`config.mk`:
```
export PLATFORM = sky130hd
export DESIGN_NAME = utf8_to_cp437_byte_mapper_core_flat
export DESIGN_NICKNAME = d
export VERILOG_FILES = /design/src/rtl/core/u2c_pkg.sv /design/src/rtl/core/u2c_stream_ifs.sv /design/src/rtl/core/utf8_to_cp437_byte_mapper_core.sv /design/src/rtl/core/u2c_front.sv /design/src/rtl/core/u2c_queue.sv /design/src/rtl/core/u2c_back.sv /design/src/flat_wrapper.sv
export SDC_FILE = /design/constraint.sdc
export NUM_CORES = 1
export LEC_CHECK = 0
export ABC_AREA = 1
export BUFFER_PORTS_ARGS = -buffer_cell sky130_fd_sc_hd__buf_2
export CAP_MARGIN = 10
export CORE_ASPECT_RATIO = 1.4
export CORE_MARGIN = 2
export CORE_UTILIZATION = 55
export CTS_BUF_LIST = sky130_fd_sc_hd__clkbuf_4 sky130_fd_sc_hd__clkbuf_8
export DETAILED_ROUTE_END_ITERATION = 16
export PLACE_DENSITY = 0.76
export SLEW_MARGIN = 20
export SYNTH_ARGS = -nofsm -noshare
export SYNTH_HDL_FRONTEND = slang
export SYNTH_SLANG_ARGS = --single-unit
```
`constraint.sdc`:
```
create_clock -name clock -period 3.6 [get_ports clock]
set_clock_uncertainty 0.15 [all_clocks]
set_input_delay 0.54 -clock clock [delete_from_list [all_inputs] [get_ports clock]]
set_output_delay 0.54 -clock clock [all_outputs]
set_load 0.05 [all_outputs]
```
`src/rtl/core/u2c_pkg.sv`:
```
`timescale 1ns / 1ps

package u2c_pkg;

   localparam int U2C_QUEUE_DEPTH = 2;

   localparam int BYTE_W = 8;
   localparam int CP_W   = 21;
   localparam int PEND_W = 2;

   // one queued operation for the back end
   typedef struct packed {
      logic            lookup;
      logic [CP_W-1:0] value;
   } u2c_item_type;

   // code points of the upper half of code page 437, index 0 is byte 0x80
   localparam logic [15:0] CP437_HIGH [128] = '{
      16'd199, 16'd252, 16'd233, 16'd226, 16'd228, 16'd224, 16'd229, 16'd231,
      16'd234, 16'd235, 16'd232, 16'd239, 16'd238, 16'd236, 16'd196, 16'd197,
      16'd201, 16'd230, 16'd198, 16'd244, 16'd246, 16'd242, 16'd251, 16'd249,
      16'd255, 16'd214, 16'd220, 16'd162, 16'd163, 16'd165, 16'd8359, 16'd402,
      16'd225, 16'd237, 16'd243, 16'd250, 16'd241, 16'd209, 16'd170, 16'd186,
      16'd191, 16'd8976, 16'd172, 16'd189, 16'd188, 16'd161, 16'd171, 16'd187,
      16'd9617, 16'd9618, 16'd9619, 16'd9474, 16'd9508, 16'd9569, 16'd9570, 16'd9558,
      16'd9557, 16'd9571, 16'd9553, 16'd9559, 16'd9565, 16'd9564, 16'd9563, 16'd9488,
      16'd9492, 16'd9524, 16'd9516, 16'd9500, 16'd9472, 16'd9532, 16'd9566, 16'd9567,
      16'd9562, 16'd9556, 16'd9577, 16'd9574, 16'd9568, 16'd9552, 16'd9580, 16'd9575,
      16'd9576, 16'd9572, 16'd9573, 16'd9561, 16'd9560, 16'd9554, 16'd9555, 16'd9579,
      16'd9578, 16'd9496, 16'd9484, 16'd9608, 16'd9604, 16'd9612, 16'd9616, 16'd9600,
      16'd945, 16'd223, 16'd915, 16'd960, 16'd931, 16'd963, 16'd181, 16'd964,
      16'd934, 16'd920, 16'd937, 16'd948, 16'd8734, 16'd966, 16'd949, 16'd8745,
      16'd8801, 16'd177, 16'd8805, 16'd8804, 16'd8992, 16'd8993, 16'd247, 16'd8776,
      16'd176, 16'd8729, 16'd183, 16'd8730, 16'd8319, 16'd178, 16'd9632, 16'd160
   };

   // table entries are distinct, so or-ing the matching indexes gives the match
   function automatic logic [BYTE_W-1:0] cp437_index(input logic [CP_W-1:0] cp);
      logic [BYTE_W-1:0] idx;
      idx = '0;
      for (int i = 0; i < 128; i++) begin
         if (cp == {5'b0, CP437_HIGH[i]}) begin
            idx = idx | {1'b1, 7'(i)};
         end
      end
      return idx;
   endfunction

endpackage

```
`src/rtl/core/u2c_stream_ifs.sv`:
```
`timescale 1ns / 1ps

interface u2c_req_if;
   logic       valid;
   logic       ready;
   logic [7:0] byte_in;

   modport source (output valid, output byte_in, input ready);
   modport sink (input valid, input byte_in, output ready);
endinterface

interface u2c_rsp_if;
   logic       valid;
   logic       ready;
   logic [7:0] char_out;

   modport source (output valid, output char_out, input ready);
   modport sink (input valid, input char_out, output ready);
endinterface

```
`src/rtl/core/utf8_to_cp437_byte_mapper_core.sv`:
```
`timescale 1ns / 1ps

// UTF-8 to code page 437 mapper. Takes one byte per transaction on req_if and
// gives at most one display byte per transaction on rsp_if: plain bytes pass
// through, a completed multi-byte sequence gives its code page 437 index plus
// 128 (or 0 if the character has no code page 437 form), and lead bytes and
// continuation bytes inside a sequence give nothing. A byte can be taken every
// cycle while the queue is not full; a result passes through the classify stage,
// the small queue between the stages and the output register that holds the
// table lookup result. The front end keeps taking bytes while a result waits,
// until the queue of QueueDepth entries is full.
module utf8_to_cp437_byte_mapper_core #(
   parameter int QueueDepth = u2c_pkg::U2C_QUEUE_DEPTH
) (
   input  logic          clock,
   input  logic          reset,
   u2c_req_if.sink       req_if,
   u2c_rsp_if.source     rsp_if
);
   import u2c_pkg::*;

   logic         q_full;
   logic         q_push;
   logic         q_pop;
   logic         q_not_empty;
   u2c_item_type q_push_item;
   u2c_item_type q_pop_item;

   u2c_front u_front (
      .clock     (clock),
      .reset     (reset),
      .in_valid  (req_if.valid),
      .in_ready  (req_if.ready),
      .in_byte   (req_if.byte_in),
      .q_full    (q_full),
      .push      (q_push),
      .push_item (q_push_item)
   );

   u2c_queue #(
      .Depth (QueueDepth)
   ) u_queue (
      .clock     (clock),
      .reset     (reset),
      .push      (q_push),
      .push_item (q_push_item),
      .full      (q_full),
      .pop       (q_pop),
      .not_empty (q_not_empty),
      .pop_item  (q_pop_item)
   );

   u2c_back u_back (
      .clock       (clock),
      .reset       (reset),
      .q_not_empty (q_not_empty),
      .q_item      (q_pop_item),
      .pop         (q_pop),
      .out_valid   (rsp_if.valid),
      .out_ready   (rsp_if.ready),
      .out_char    (rsp_if.char_out)
   );

endmodule

```
`src/rtl/core/u2c_front.sv`:
```
`timescale 1ns / 1ps

module u2c_front (
   input  logic                 clock,
   input  logic                 reset,
   input  logic                 in_valid,
   output logic                 in_ready,
   input  logic [7:0]           in_byte,
   input  logic                 q_full,
   output logic                 push,
   output u2c_pkg::u2c_item_type push_item
);
   import u2c_pkg::*;

   logic [PEND_W-1:0] pending_ff, pending_in;
   logic [CP_W-1:0]   acc_ff, acc_in;
   logic              accept;
   logic [CP_W-1:0]   acc_shift;

   assign in_ready  = !q_full;
   assign accept    = in_valid && !q_full;
   assign acc_shift = {acc_ff[CP_W-7:0], in_byte[5:0]};

   always_comb begin
      pending_in = pending_ff;
      acc_in     = acc_ff;
      push       = 1'b0;
      push_item  = '{lookup: 1'b0, value: {{(CP_W-BYTE_W){1'b0}}, in_byte}};
      if (accept) begin
         if (pending_ff != '0) begin
            // any byte continues a pending sequence, lead bytes too
            pending_in = pending_ff - 1'b1;
            acc_in     = acc_shift;
            if (pending_ff == PEND_W'(1)) begin
               push      = 1'b1;
               push_item = '{lookup: 1'b1, value: acc_shift};
               acc_in    = '0;
            end
         end else if (in_byte[7:3] == 5'b11110) begin
            pending_in = PEND_W'(3);
            acc_in     = {{(CP_W-3){1'b0}}, in_byte[2:0]};
         end else if (in_byte[7:4] == 4'b1110) begin
            pending_in = PEND_W'(2);
            acc_in     = {{(CP_W-4){1'b0}}, in_byte[3:0]};
         end else if (in_byte[7:5] == 3'b110) begin
            pending_in = PEND_W'(1);
            acc_in     = {{(CP_W-5){1'b0}}, in_byte[4:0]};
         end else begin
            push = 1'b1;
         end
      end
   end

   always_ff @(posedge clock) begin
      if (reset) begin
         pending_ff <= '0;
         acc_ff     <= '0;
      end else begin
         pending_ff <= pending_in;
         acc_ff     <= acc_in;
      end
   end

endmodule

```
`src/rtl/core/u2c_queue.sv`:
```
`timescale 1ns / 1ps

module u2c_queue #(
   parameter int Depth = u2c_pkg::U2C_QUEUE_DEPTH
) (
   input  logic                  clock,
   input  logic                  reset,
   input  logic                  push,
   input  u2c_pkg::u2c_item_type push_item,
   output logic                  full,
   input  logic                  pop,
   output logic                  not_empty,
   output u2c_pkg::u2c_item_type pop_item
);
   import u2c_pkg::*;

   localparam int PtrW = $clog2(Depth);
   localparam int CntW = $clog2(Depth + 1);

   u2c_item_type         slot_ff [Depth];
   logic [PtrW-1:0]      wr_ptr_ff, wr_ptr_in;
   logic [PtrW-1:0]      rd_ptr_ff, rd_ptr_in;
   logic [CntW-1:0]      count_ff, count_in;

   assign full      = (count_ff == CntW'(Depth));
   assign not_empty = (count_ff != '0);
   assign pop_item  = slot_ff[rd_ptr_ff];

   always_comb begin
      wr_ptr_in = wr_ptr_ff;
      rd_ptr_in = rd_ptr_ff;
      count_in  = count_ff;
      if (push) begin
         wr_ptr_in = (wr_ptr_ff == PtrW'(Depth - 1)) ? '0 : wr_ptr_ff + 1'b1;
      end
      if (pop) begin
         rd_ptr_in = (rd_ptr_ff == PtrW'(Depth - 1)) ? '0 : rd_ptr_ff + 1'b1;
      end
      case ({push, pop})
         2'b10:   count_in = count_ff + 1'b1;
         2'b01:   count_in = count_ff - 1'b1;
         default: count_in = count_ff;
      endcase
   end

   always_ff @(posedge clock) begin
      if (reset) begin
         wr_ptr_ff <= '0;
         rd_ptr_ff <= '0;
         count_ff  <= '0;
      end else begin
         wr_ptr_ff <= wr_ptr_in;
         rd_ptr_ff <= rd_ptr_in;
         count_ff  <= count_in;
      end
   end

   always_ff @(posedge clock) begin
      if (push) begin
         slot_ff[wr_ptr_ff] <= push_item;
      end
   end

endmodule

```
`src/rtl/core/u2c_back.sv`:
```
`timescale 1ns / 1ps

module u2c_back (
   input  logic                  clock,
   input  logic                  reset,
   input  logic                  q_not_empty,
   input  u2c_pkg::u2c_item_type q_item,
   output logic                  pop,
   output logic                  out_valid,
   input  logic                  out_ready,
   output logic [7:0]            out_char
);
   import u2c_pkg::*;

   logic              valid_ff, valid_in;
   logic [BYTE_W-1:0] char_ff, char_in;

   assign pop       = q_not_empty && (!valid_ff || out_ready);
   assign out_valid = valid_ff;
   assign out_char  = char_ff;

   always_comb begin
      valid_in = valid_ff;
      char_in  = char_ff;
      if (pop) begin
         valid_in = 1'b1;
         char_in  = q_item.lookup ? cp437_index(q_item.value) : q_item.value[BYTE_W-1:0];
      end else if (out_ready) begin
         valid_in = 1'b0;
      end
   end

   always_ff @(posedge clock) begin
      if (reset) begin
         valid_ff <= 1'b0;
      end else begin
         valid_ff <= valid_in;
      end
   end

   always_ff @(posedge clock) begin
      char_ff <= char_in;
   end

endmodule

```
`src/flat_wrapper.sv`:
```
// flat-port wrapper written by rule: the top's interface ports become plain ports
module utf8_to_cp437_byte_mapper_core_flat import u2c_pkg::*;
#(
   parameter int QueueDepth = u2c_pkg::U2C_QUEUE_DEPTH
)
  (clock, reset, req_if_valid, req_if_byte_in, req_if_ready, rsp_if_valid, rsp_if_char_out, rsp_if_ready);
  u2c_req_if req_if_i ();
  u2c_rsp_if rsp_if_i ();
  input  logic clock;
  input  logic reset;
  input wire logic [$bits(req_if_i.valid)-1:0] req_if_valid;
  input wire logic [$bits(req_if_i.byte_in)-1:0] req_if_byte_in;
  output wire logic [$bits(req_if_i.ready)-1:0] req_if_ready;
  output wire logic [$bits(rsp_if_i.valid)-1:0] rsp_if_valid;
  output wire logic [$bits(rsp_if_i.char_out)-1:0] rsp_if_char_out;
  input wire logic [$bits(rsp_if_i.ready)-1:0] rsp_if_ready;
  assign req_if_i.valid = req_if_valid;
  assign req_if_i.byte_in = req_if_byte_in;
  assign req_if_ready = req_if_i.ready;
  assign rsp_if_valid = rsp_if_i.valid;
  assign rsp_if_char_out = rsp_if_i.char_out;
  assign rsp_if_i.ready = rsp_if_ready;
  utf8_to_cp437_byte_mapper_core #(.QueueDepth(QueueDepth)) u_core (.clock(clock), .reset(reset), .req_if(req_if_i), .rsp_if(rsp_if_i));
endmodule
```
## After elaboration in Yosys (flattened, before gate mapping)

Memories as Yosys holds them, arrays and structs flattened. A register that Yosys moved wholly into a read port is not among the register bits.
Index checks and enable logic that the tools add are counted.

| word-level totals | value |
|---|---|
| flip-flop bits (word level) | 30 |
| RAM bits | 44 |
| input port bits | 12 |
| output and inout port bits | 10 |
| logic and storage cells | 481 |
| memories kept | 1 |

Memory list:

| name | words | bits a word | rd ports | clocked after memory_dff | wr ports | line | source |
|---|---|---|---|---|---|---|---|
| u_core.u_queue.slot_ff | 2 | 22 | 1 | 1 | 1 | u2c_queue.sv:20 | `u2c_item_type slot_ff [Depth];` |

| operators by class | value |
|---|---|
| $add $sub $neg | 5 |
| eq/ne operators | 136 |
| muxes and demuxes | 322 |
| reduce and logical (&&, ||, !) cells | 10 |

Operators by type and width:

| kind | count |
|---|---|
| two-way mux 8 bit | 257 |
| == test 21 x 14 -> 1 bit, second input constant | 62 |
| == test 21 x 8 -> 1 bit, second input constant | 53 |
| two-way mux 15 bit | 17 |
| == test 21 x 10 -> 1 bit, second input constant | 12 |
| two-way mux 22 bit | 6 |
| two-way mux 2 bit | 14 |
| two-way mux 1 bit | 27 |
| == test 21 x 9 -> 1 bit, second input constant | 1 |
| nonzero test 2 bit | 4 |
| == test 5 bit, second input constant | 1 |
| != test 5 x 1 -> 1 bit, second input constant | 1 |
| == test 2 x 1 -> 1 bit, second input constant | 2 |
| == test 2 bit, second input constant | 2 |
| == test 4 bit, second input constant | 1 |
| one-hot mux 2 bit (2 select lines) | 1 |
| subtractor 2 x 1 -> 2 bit, second input constant | 2 |
| == test 3 bit, second input constant | 1 |
| adder 1 bit, second input constant | 2 |
| adder 2 x 1 -> 2 bit, second input constant | 1 |
| logical AND 1 bit | 2 |
| logical NOT 1 bit | 2 |
| AND reduction 2 bit | 1 |
| logical OR 1 bit | 1 |

## Logic depth before layout (Yosys ltp)

Gate-level depths: netlist (run 1).

| depth | value |
|---|---|
| word-level depth | 259 |
| depth in mapped cells | 18 |
| gate-level depth less buffers | 17 |

## By module

Synthesis (run 1) repeated with hierarchy kept, for this count alone.

| second synthesis, totals | value |
|---|---|
| cells, all modules | 944 |
| area, all modules | 5993.2 µm² |

By module, submodules not included:

| module | instances | cells each | area each (µm²) | seq. area each (µm²) |
|---|---|---|---|---|
| u2c_back | 1 | 661 | 3100.5 | 260.2 |
| u2c_queue | 1 | 101 | 1816.7 | 1421.4 |
| u2c_front | 1 | 182 | 1076.0 | 340.3 |

## Least setup slack after synthesis (run 1)

OpenSTA, ideal clock, no wires.

| timing path | value |
|---|---|
| path kind | register -> register |
| start | register u_core.u_queue.count_ff[0] |
| end | memory u_core.u_queue.slot_ff[1][0] (netlist bit) (enable) |
| library setup time | 0.402 ns |
| data arrival time | 2.237 ns |
| data required time | 3.048 ns |
| setup slack | 0.811 ns |
| stages on the path, launching flop included | 7 |
| path buffers | 0 |
| clock period less this slack | 2.789 ns |
| cells stage by stage | dfxtp_1 -> inv_1 -> nand2_1 -> nand2_1 -> a21oi_1 -> inv_1 -> nor2_1 |

| between the ends | value |
|---|---|
| longest elaborated chain between the ends | 6 |

RTL lines:

| what | line | source |
|---|---|---|
| start: declaration | u2c_queue.sv:23 | `logic [CntW-1:0] count_ff, count_in;` |
| start signal: assignment | u2c_queue.sv:54 | `count_ff <= count_in;` |
| == test 2 bit | u2c_queue.sv:25 | `assign full = (count_ff == CntW'(Depth));` |
| logical NOT 1 bit | - |  |
| via req_if_ready | flat_wrapper.sv:13 | `output wire logic [$bits(req_if_i.ready)-1:0] req_if_ready;` |
| logical AND 1 bit | u2c_front.sv:21 | `assign accept = in_valid && !q_full;` |
| two-way mux 1 bit | u2c_front.sv:29 | `if (accept) begin` |
| two-way mux 1 bit | u2c_queue.sv:59 | `if (push) begin` |
| two-way mux 1 bit (implied by the code) | u2c_queue.sv:60 | `slot_ff[wr_ptr_ff] <= push_item;` |
| end: declaration | u2c_queue.sv:20 |  |

The timed path passes the listed nets, and every way through them passes these cells.

==> flow_metrics.py, run 1 <==
metrics = {
    "synth": {
        "synthesis.nets": 966,
        "avgSynthCellArea_sq_um": 6.231,
        "synth_compound_area_share_pct": 6.869,
        "yosysUniqueCellTypes": 37,
        "synthesis.instances": 953,
        "yosys_register_bits": 75,
        "yosys.area.top_type_share_pct": 26.30,
        "synth_top_area_cell": "edfxtp_1",
        "synthSimpleGateAreaFrac_pct": 50.08,
        "synthMuxAreaShare_pct": 0,
        "yosysWarnings": 0,
        "synth_xor_area_share_pct": 0,
        "yosysSeqAreaShare_pct": 34.05,
        "synth_fa_ha_area_share_pct": 0.2107,
        "synth_area_leaders": "edfxtp_1 (26%), nand2_1 (19%), nor2_1 (12%), nand3_1 (8.1%), dfxtp_1 (7.8%)",
        "synth_top_family_by_area": "simple AND/OR/NAND/NOR gates",
        "syn_area_sq_mm": 0.005938,
    },
    "place": {
        "place_hpwl_mm": 17.22,
        "pre_cts_slack_ps": 518.8,
        "io_buffers": 21,
        "gp_congestion": 1.231,
    },
    "timing": {
        "fmax_ghz": 0.2874,
        "finalSetupViolations": 0,
        "slew_violations": 0,
        "rsz0062_at_grt": "no",
        "setup_ws_ps": 121.1,
        "slew_headroom_pct": 39.96,
        "finalSetupTns_ps": 0,
        "fin_worst_hold_slack_ps": 246.4,
        "period_minus_slack_ps": 3479,
        "finalHoldViolCount": 0,
        "layout_worst_path_cycle_share_pct": 96.64,
        "tightest_slew_ps": 893.7,
    },
    "drt": {
        "dr.pass1.iters": 8,
        "postRouteAntennaNets": 0,
        "drt_wl_total_mm": 23.02,
        "viasPerCell": 6.092,
        "via_count": 6799,
        "drc": 0,
        "post_drt_wl_per_cell_microns": 20.63,
        "drt_first_iter_violations": 953,
    },
    "cts": {
        "clk_latency_ps": 350,
        "clockRootBuffer": "clkbuf_8",
        "cts_sinks": 75,
        "cts_tree": "done",
        "cts_made_buffers": 9,
        "cts_buffer_depth": 2,
        "post-cts-setup-buffer-count": 0,
        "cts_max_level": 3,
        "clk_pin_slew_ps": 80,
    },
    "final_layout": {
        "synthToLayoutAreaGrowth_pct": 6.216,
        "layout-drive-gt1-share_pct": 12.17,
        "antenna_cells": 0,
        "final_net_count": 986,
        "fin_util_pct": 60.30,
    },
    "die": {
        "dieWidth_microns": 91.82,
        "fp.dieH_microns": 126.9,
        "core_area_sq_mm": 0.01046,
        "rows": 44,
        "start_util_pct": 56.77,
        "io_pins": 22,
        "dieArea_sq_mm": 0.01166,
    },
    "flow_run": {
        "timing.max_cap.violations": 0,
    },
    "setup_path": {
        "path_class": "reg2reg",
        "end_kind": "flip-flop",
        "critPathRequiredTime_ps": 3550,
        "cp-start-kind": "flip-flop",
        "crit_arrival_ps": 3430,
        "regToRegSetupSlack_ps": 120,
        "critPathMaxFanout": 37,
    },
    "power": {
        "p_leak_nw": 2.990,
        "power_density_mw_per_mm2": 572.6,
        "ir_worst_vdd_v": 0.0004540,
    },
    "global_route": {
        "gr-total-overflow": 0,
        "grt_pass1_vias": 6250,
        "antenna_found_initial": 0,
        "track_usage_pct": 40.81,
        "grt_pass1_wl_mm": 35.20,
        "grt_max_degree": 38,
    },
    "status": {
        "status": "finished, final reports clean",
    },
    "min_path": {
        "worstHoldPathType": "in2reg",
    },
}
what timing repair did:
item,CTS,global route
endpoints found under the setup margin,0,3
resized for setup,0,1
hold buffers,0,0
per-stage QoR:
| stage | instance area [sq um] | cells | power [W] |
|---|---|---|---|
| 2_1_floorplan | 5938 | 953 | 0.002566 |
| 6_report | 6307 | 1116 | 0.003611 |
| 3_5_place_dp | 6135 | 1100 | 0.002988 |
| 3_3_place_gp | 6135 | 1100 | 0.002981 |
| 4_1_cts | 6307 | 1116 | 0.003553 |
| 5_1_grt | 6307 | 1116 | 0.003821 |
registers in the layout, summed over array words and instances, names as in the netlist, named ones only:
signal and flops:
u_core.u_queue.count_ff 2, u_core.u_front.acc_ff 15, u_core.u_back.out_valid 1, u_core.u_back.out_char 8, u_core.u_queue.slot_ff 44, u_core.u_front.pending_ff 2
u_core.u_queue.rd_ptr_ff 1, u_core.u_queue.wr_ptr_ff 1
cell usage after synthesis (all sizes together):
cell and n:
o211ai 3, inv 99, and2 1, nor2 223, nand2b 1, o21ai 38, a221oi 1, buf 14
nor3 11, a21oi 27, ha 1, o311ai 1, o2111ai 1, nand3b 6, nand2 330, and3 1
edfxtp 52, clkbuf 6, nand3 96, o31ai 1, nand4 13, a21boi 1, dfxtp 23, nor3b 1
clkinv 1, a211oi 1
cells in the final DEF (no fill, tap or decap), types with 2 or more instances in the layout:
master / count
nand2_1: 308
nor2_1: 185
nand3_1: 96
inv_1: 89
edfxtp_1: 52
nor2_2: 29
a21oi_1: 27
dfxtp_1: 23
buf_2: 21
o21ai_0: 20
nand2_2: 19
o21ai_1: 15
nand4_1: 13
nor3_1: 10
inv_2: 10
nor2_4: 9
clkbuf_8: 9
buf_4: 8
nand3b_1: 6
o21ai_2: 3
nand2_4: 3
o211ai_1: 3
clkinvlp_4: 3
clkinv_2: 2
per-layer routing:
metal | GRT usage (%) | wire length, microns
met1 | 43.44 | 7457
met2 | 66.74 | 10720
met3 | 11.70 | 2483
met4 | 33.36 | 2361
met5 | 0 | 0
kinds of logic after synthesis:
logic type,Yosys count
compound gates,74
flops,75
fa+ha+maj,1
buf+inv,120
simple gates,683
path summary, 6_finish.rpt:
path | start | to | depth (start not counted)
setup reg to reg | flip-flop | u_core.u_back.out_char[0]$_DFFE_PP_ | 16
setup / recovery | flip-flop | u_core.u_back.out_char[0]$_DFFE_PP_ | 16
hold reg to reg | u_core.u_queue.rd_ptr_ff$_SDFFE_PP0P_ | u_core.u_queue.rd_ptr_ff$_SDFFE_PP0P_ | 1
hold / removal | req_if_byte_in[2] | u_core.u_queue.slot_ff[1][2]$_DFFE_PP_ | 1
worst max-delay path, stage by stage, from the launching register on:
cell and delay [ps]:
dfxtp_1 370, buf_4 370, nand2_1 100, nand2_1 200, inv_1 200, nand2_1 220, nor2_1 160, inv_1 80
nor2_1 40, nand2_1 210, nand2_1 100, nor2_1 110, nand2_1 70, nor2_1 390, nand3_1 130, nor2_1 240
nor2_1 70
power breakdown:
group	total [W]	internal, W	switching (W)
combinational	0.00187	0.000411	0.00146
clock	0.000571	0.000257	0.000314
sequential	0.00117	0.00111	0.0000589
area by class of cell:
class,count,area [sq um]
fillers,1050,4153
multi-input cells,758,3400
flip-flops and latches,75,2022
inverters,100,375.4
well taps,138,172.7
repair buffers,29,165.2
clock buffers,10,131.4
clock inverters,6,41.29
No activity file was read; power rests on OpenSTA's default activity.
==> run 2, diff against run 1 <==
--- a/config.mk
+++ b/config.mk
@@ -5,7 +5,6 @@
 export SDC_FILE = /design/constraint.sdc
 export NUM_CORES = 1
 export LEC_CHECK = 0
-export ABC_AREA = 1
 export BUFFER_PORTS_ARGS = -buffer_cell sky130_fd_sc_hd__buf_2
 export CAP_MARGIN = 10
 export CORE_ASPECT_RATIO = 1.4
==> flow_metrics.py, run 2 <==
metrics = {
    "status": {
        "status": "finished, final reports clean",
    },
    "die": {
        "dieArea_sq_mm": 0.01068,
        "rows": 42,
        "start_util_pct": 57.01,
        "fp.dieH_microns": 121.5,
        "dieWidth_microns": 87.92,
        "core_area_sq_mm": 0.009512,
        "io_pins": 22,
    },
    "timing": {
        "slew_headroom_pct": 30.84,
        "tightest_slew_ps": 1034,
        "rsz0062_at_grt": "no",
        "slew_violations": 0,
        "finalHoldViolCount": 0,
        "period_minus_slack_ps": 3571,
        "layout_worst_path_cycle_share_pct": 99.18,
        "fmax_ghz": 0.2801,
        "fin_worst_hold_slack_ps": 217.7,
        "finalSetupViolations": 0,
    },
    "synth": {
        "yosysUniqueCellTypes": 78,
        "async_reset_ff_share_pct": 0,
        "yosysMostFrequentCell": "nand2_1",
        "yosys_register_bits": 75,
        "yosysSeqAreaShare_pct": 37.29,
        "yosys.area.top_type_share_pct": 28.80,
        "syn_area_sq_mm": 0.005423,
        "synth_top_flop_cell": "edfxtp_1",
        "synth_edf_count": 52,
        "synthesis.nets": 660,
        "synthesis.instances": 647,
        "avgSynthCellArea_sq_um": 8.381,
        "synth_area_leaders": "edfxtp_1 (29%), dfxtp_1 (8.5%), nand2_1 (5.7%), a21oi_1 (5.1%), nor2_1 (4.3%)",
        "synth_top_area_cell": "edfxtp_1",
        "yosysWarnings": 0,
        "yosys-top-cells-count": "nand2_1 (82), nor2_1 (62), a21oi_1 (55)",
    },
    "drt": {
        "drt_first_iter_violations": 1010,
        "via_count": 6238,
        "post_drt_wl_per_cell_microns": 29.37,
        "dr.pass1.iters": 9,
        "viasPerCell": 7.534,
        "drt_wl_total_mm": 24.32,
        "postRouteAntennaNets": 0,
        "drc": 0,
    },
    "global_route": {
        "antenna_found_initial": 3,
        "grt_pass1_wl_mm": 36.45,
        "top_usage_layer": "met2",
        "grt_max_degree": 31,
        "met2_usage_pct": 71.31,
        "grt_pass1_vias": 5877,
        "use_met1_pct": 50.20,
        "gr-total-overflow": 0,
        "grtUsageMet3_pct": 22.72,
        "track_usage_pct": 47.90,
    },
    "setup_path": {
        "regToRegEndpoint": "u_core.u_back.out_char[3]$_DFFE_PP_",
        "crit_arrival_ps": 3650,
        "max_stage_delay_ps": 630,
        "ff2ff_path_depth": 9,
        "path_class": "reg2reg",
        "cp-start-kind": "flip-flop",
        "regToRegSetupSlack_ps": 30,
        "timing.critical_path.max_delay_family": "compound AO/OA/AOI/OAI gates",
        "crit_buf_inv": 1,
        "end_kind": "flip-flop",
        "crit_chain": "buf_12 > or3b_2 > a22oi_1 > o21ai_0 > a211oi_1 > nor2_1 > nand3_1 > nor3_2 > a21oi_1",
        "slowest_stage": "a22oi_1",
        "critPathMaxFanout": 30,
        "critPathRequiredTime_ps": 3670,
    },
    "power": {
        "finalPower_w": 0.003287,
        "p_leak_nw": 2.085,
        "ir_worst_vdd_v": 0.0005938,
        "power_density_mw_per_mm2": 539.0,
    },
    "place": {
        "place_hpwl_mm": 16.87,
        "io_buffers": 21,
        "gp_congestion": 1.270,
        "dp_cells": 809,
        "placed_area_sq_mm": 0.005836,
    },
    "cts": {
        "clk_pin_slew_ps": 90,
        "cts_sinks": 75,
        "post-cts-setup-buffer-count": 0,
        "cts_made_buffers": 9,
        "cts_max_level": 3,
        "cts_buffer_depth": 2,
        "clockRootBuffer": "clkbuf_8",
        "clk_latency_ps": 380,
        "cts_tree": "done",
    },
    "final_layout": {
        "largest_reg_flops": 44,
        "mostFrequentLayoutCell": "nand2_1",
        "layout-drive-gt1-share_pct": 17.75,
        "final_cells": 828,
        "synthToLayoutAreaGrowth_pct": 12.48,
        "final_cell_area_sq_mm": 0.006100,
        "fin_util_pct": 64.13,
        "final_net_count": 701,
        "layout_common_cells": "nand2_1 (80), nor2_1 (59), a21oi_1 (55), edfxtp_1 (52), nand3_1 (44)",
        "largest-register": "u_core.u_queue.slot_ff",
    },
    "min_path": {
        "holdPathStages": 1,
        "worstHoldPathType": "in2reg",
        "min_from": "req_if_byte_in[0]",
        "hold_end": "u_core.u_queue.slot_ff[0][0]$_DFFE_PP_",
    },
    "flow_run": {
        "timing.max_cap.violations": 0,
    },
}
-- run 2: cell count changes after synthesis, moves of 18 or more --
cell,before,now
nand2_1,308,82
nor2_1,187,62
inv_1,89,8
nand3_1,96,44
a21oi_1,27,55
a22oi_1,0,27
nor2_2,27,2
and2_1,1,19
-- run 2: repair_timing --
action / in CTS / in global routing
hold buffers: 0 / 0
setup endpoints to repair: 2 / 8
gates resized for setup: 2 / 13
cloned: 0 / 0
pin swaps: 0 / 1
hold endpoints to repair: 0 / 0
-- run 2: area by class of cell --
class / count / area, sq um
clock inverter: 6 / 66.31
timing repair buffer: 62 / 425.4
inverter: 8 / 30.03
multi-input combinational: 532 / 3248
sequential: 75 / 2026
fill: 774 / 3412
clock buffer: 10 / 131.4
antenna: 3 / 7.507
tap: 132 / 165.2
-- run 2: how the worst max path moves through the flow --
stage | from | end | depth (start not counted)
floorplan | flip-flop | u_core.u_back.out_char[5]$_DFFE_PP_ | 11
global placement | flip-flop | u_core.u_back.out_char[6]$_DFFE_PP_ | 10
detailed placement | flip-flop | u_core.u_back.out_char[6]$_DFFE_PP_ | 10
CTS | flip-flop | u_core.u_back.out_char[6]$_DFFE_PP_ | 10
global route | flip-flop | u_core.u_back.out_char[3]$_DFFE_PP_ | 8
finish | flip-flop | u_core.u_back.out_char[3]$_DFFE_PP_ | 9
-- run 2: cells by family after synthesis --
family | after synthesis | synth area share [%]
xor gates and xnor gates | 5 | 0.8075
buffers and inverters | 40 | 3.945
AOI/OAI and AO/OA | 189 | 23.35
adders and majority gates | 1 | 0.2307
muxes | 12 | 2.607
and+or+nand+nor | 325 | 31.77
DFF | 75 | 37.29
-- run 2: per-stage QoR --
step | setup WS [ps] | setup TNS [ps]
floorplan | 846.5 | 0
detailed placement | -152.2 | -289.3
global route | 11.62 | 0
CTS | 124.1 | 0
global placement | 4.525 | 0
finish | 29.36 | 0
-- run 2: report_power, final --
part           total (W)  internal [W]  switching (W)
combinational    0.00143      0.000402        0.00103
sequential       0.00118       0.00108      0.0000988
clock           0.000677      0.000329       0.000348
total            0.00329       0.00181        0.00148
-- run 2: worst reg2reg max path, cell delays in order, from the launching register on --
cell and delay, ps:
dfxtp_4 430, buf_12 190, or3b_2 550, a22oi_1 630, o21ai_0 230, a211oi_1 430
nor2_1 140, nand3_1 310, nor3_2 190, a21oi_1 180
-- run 2: metal layers --
metal | up-vias | part of all wire [%]
met2 | 603 | 43
li1 | 2560 | -
met3 | 246 | 14
met4 | 2 | 12
met5 | - | 0.082
met1 | 2827 | 31
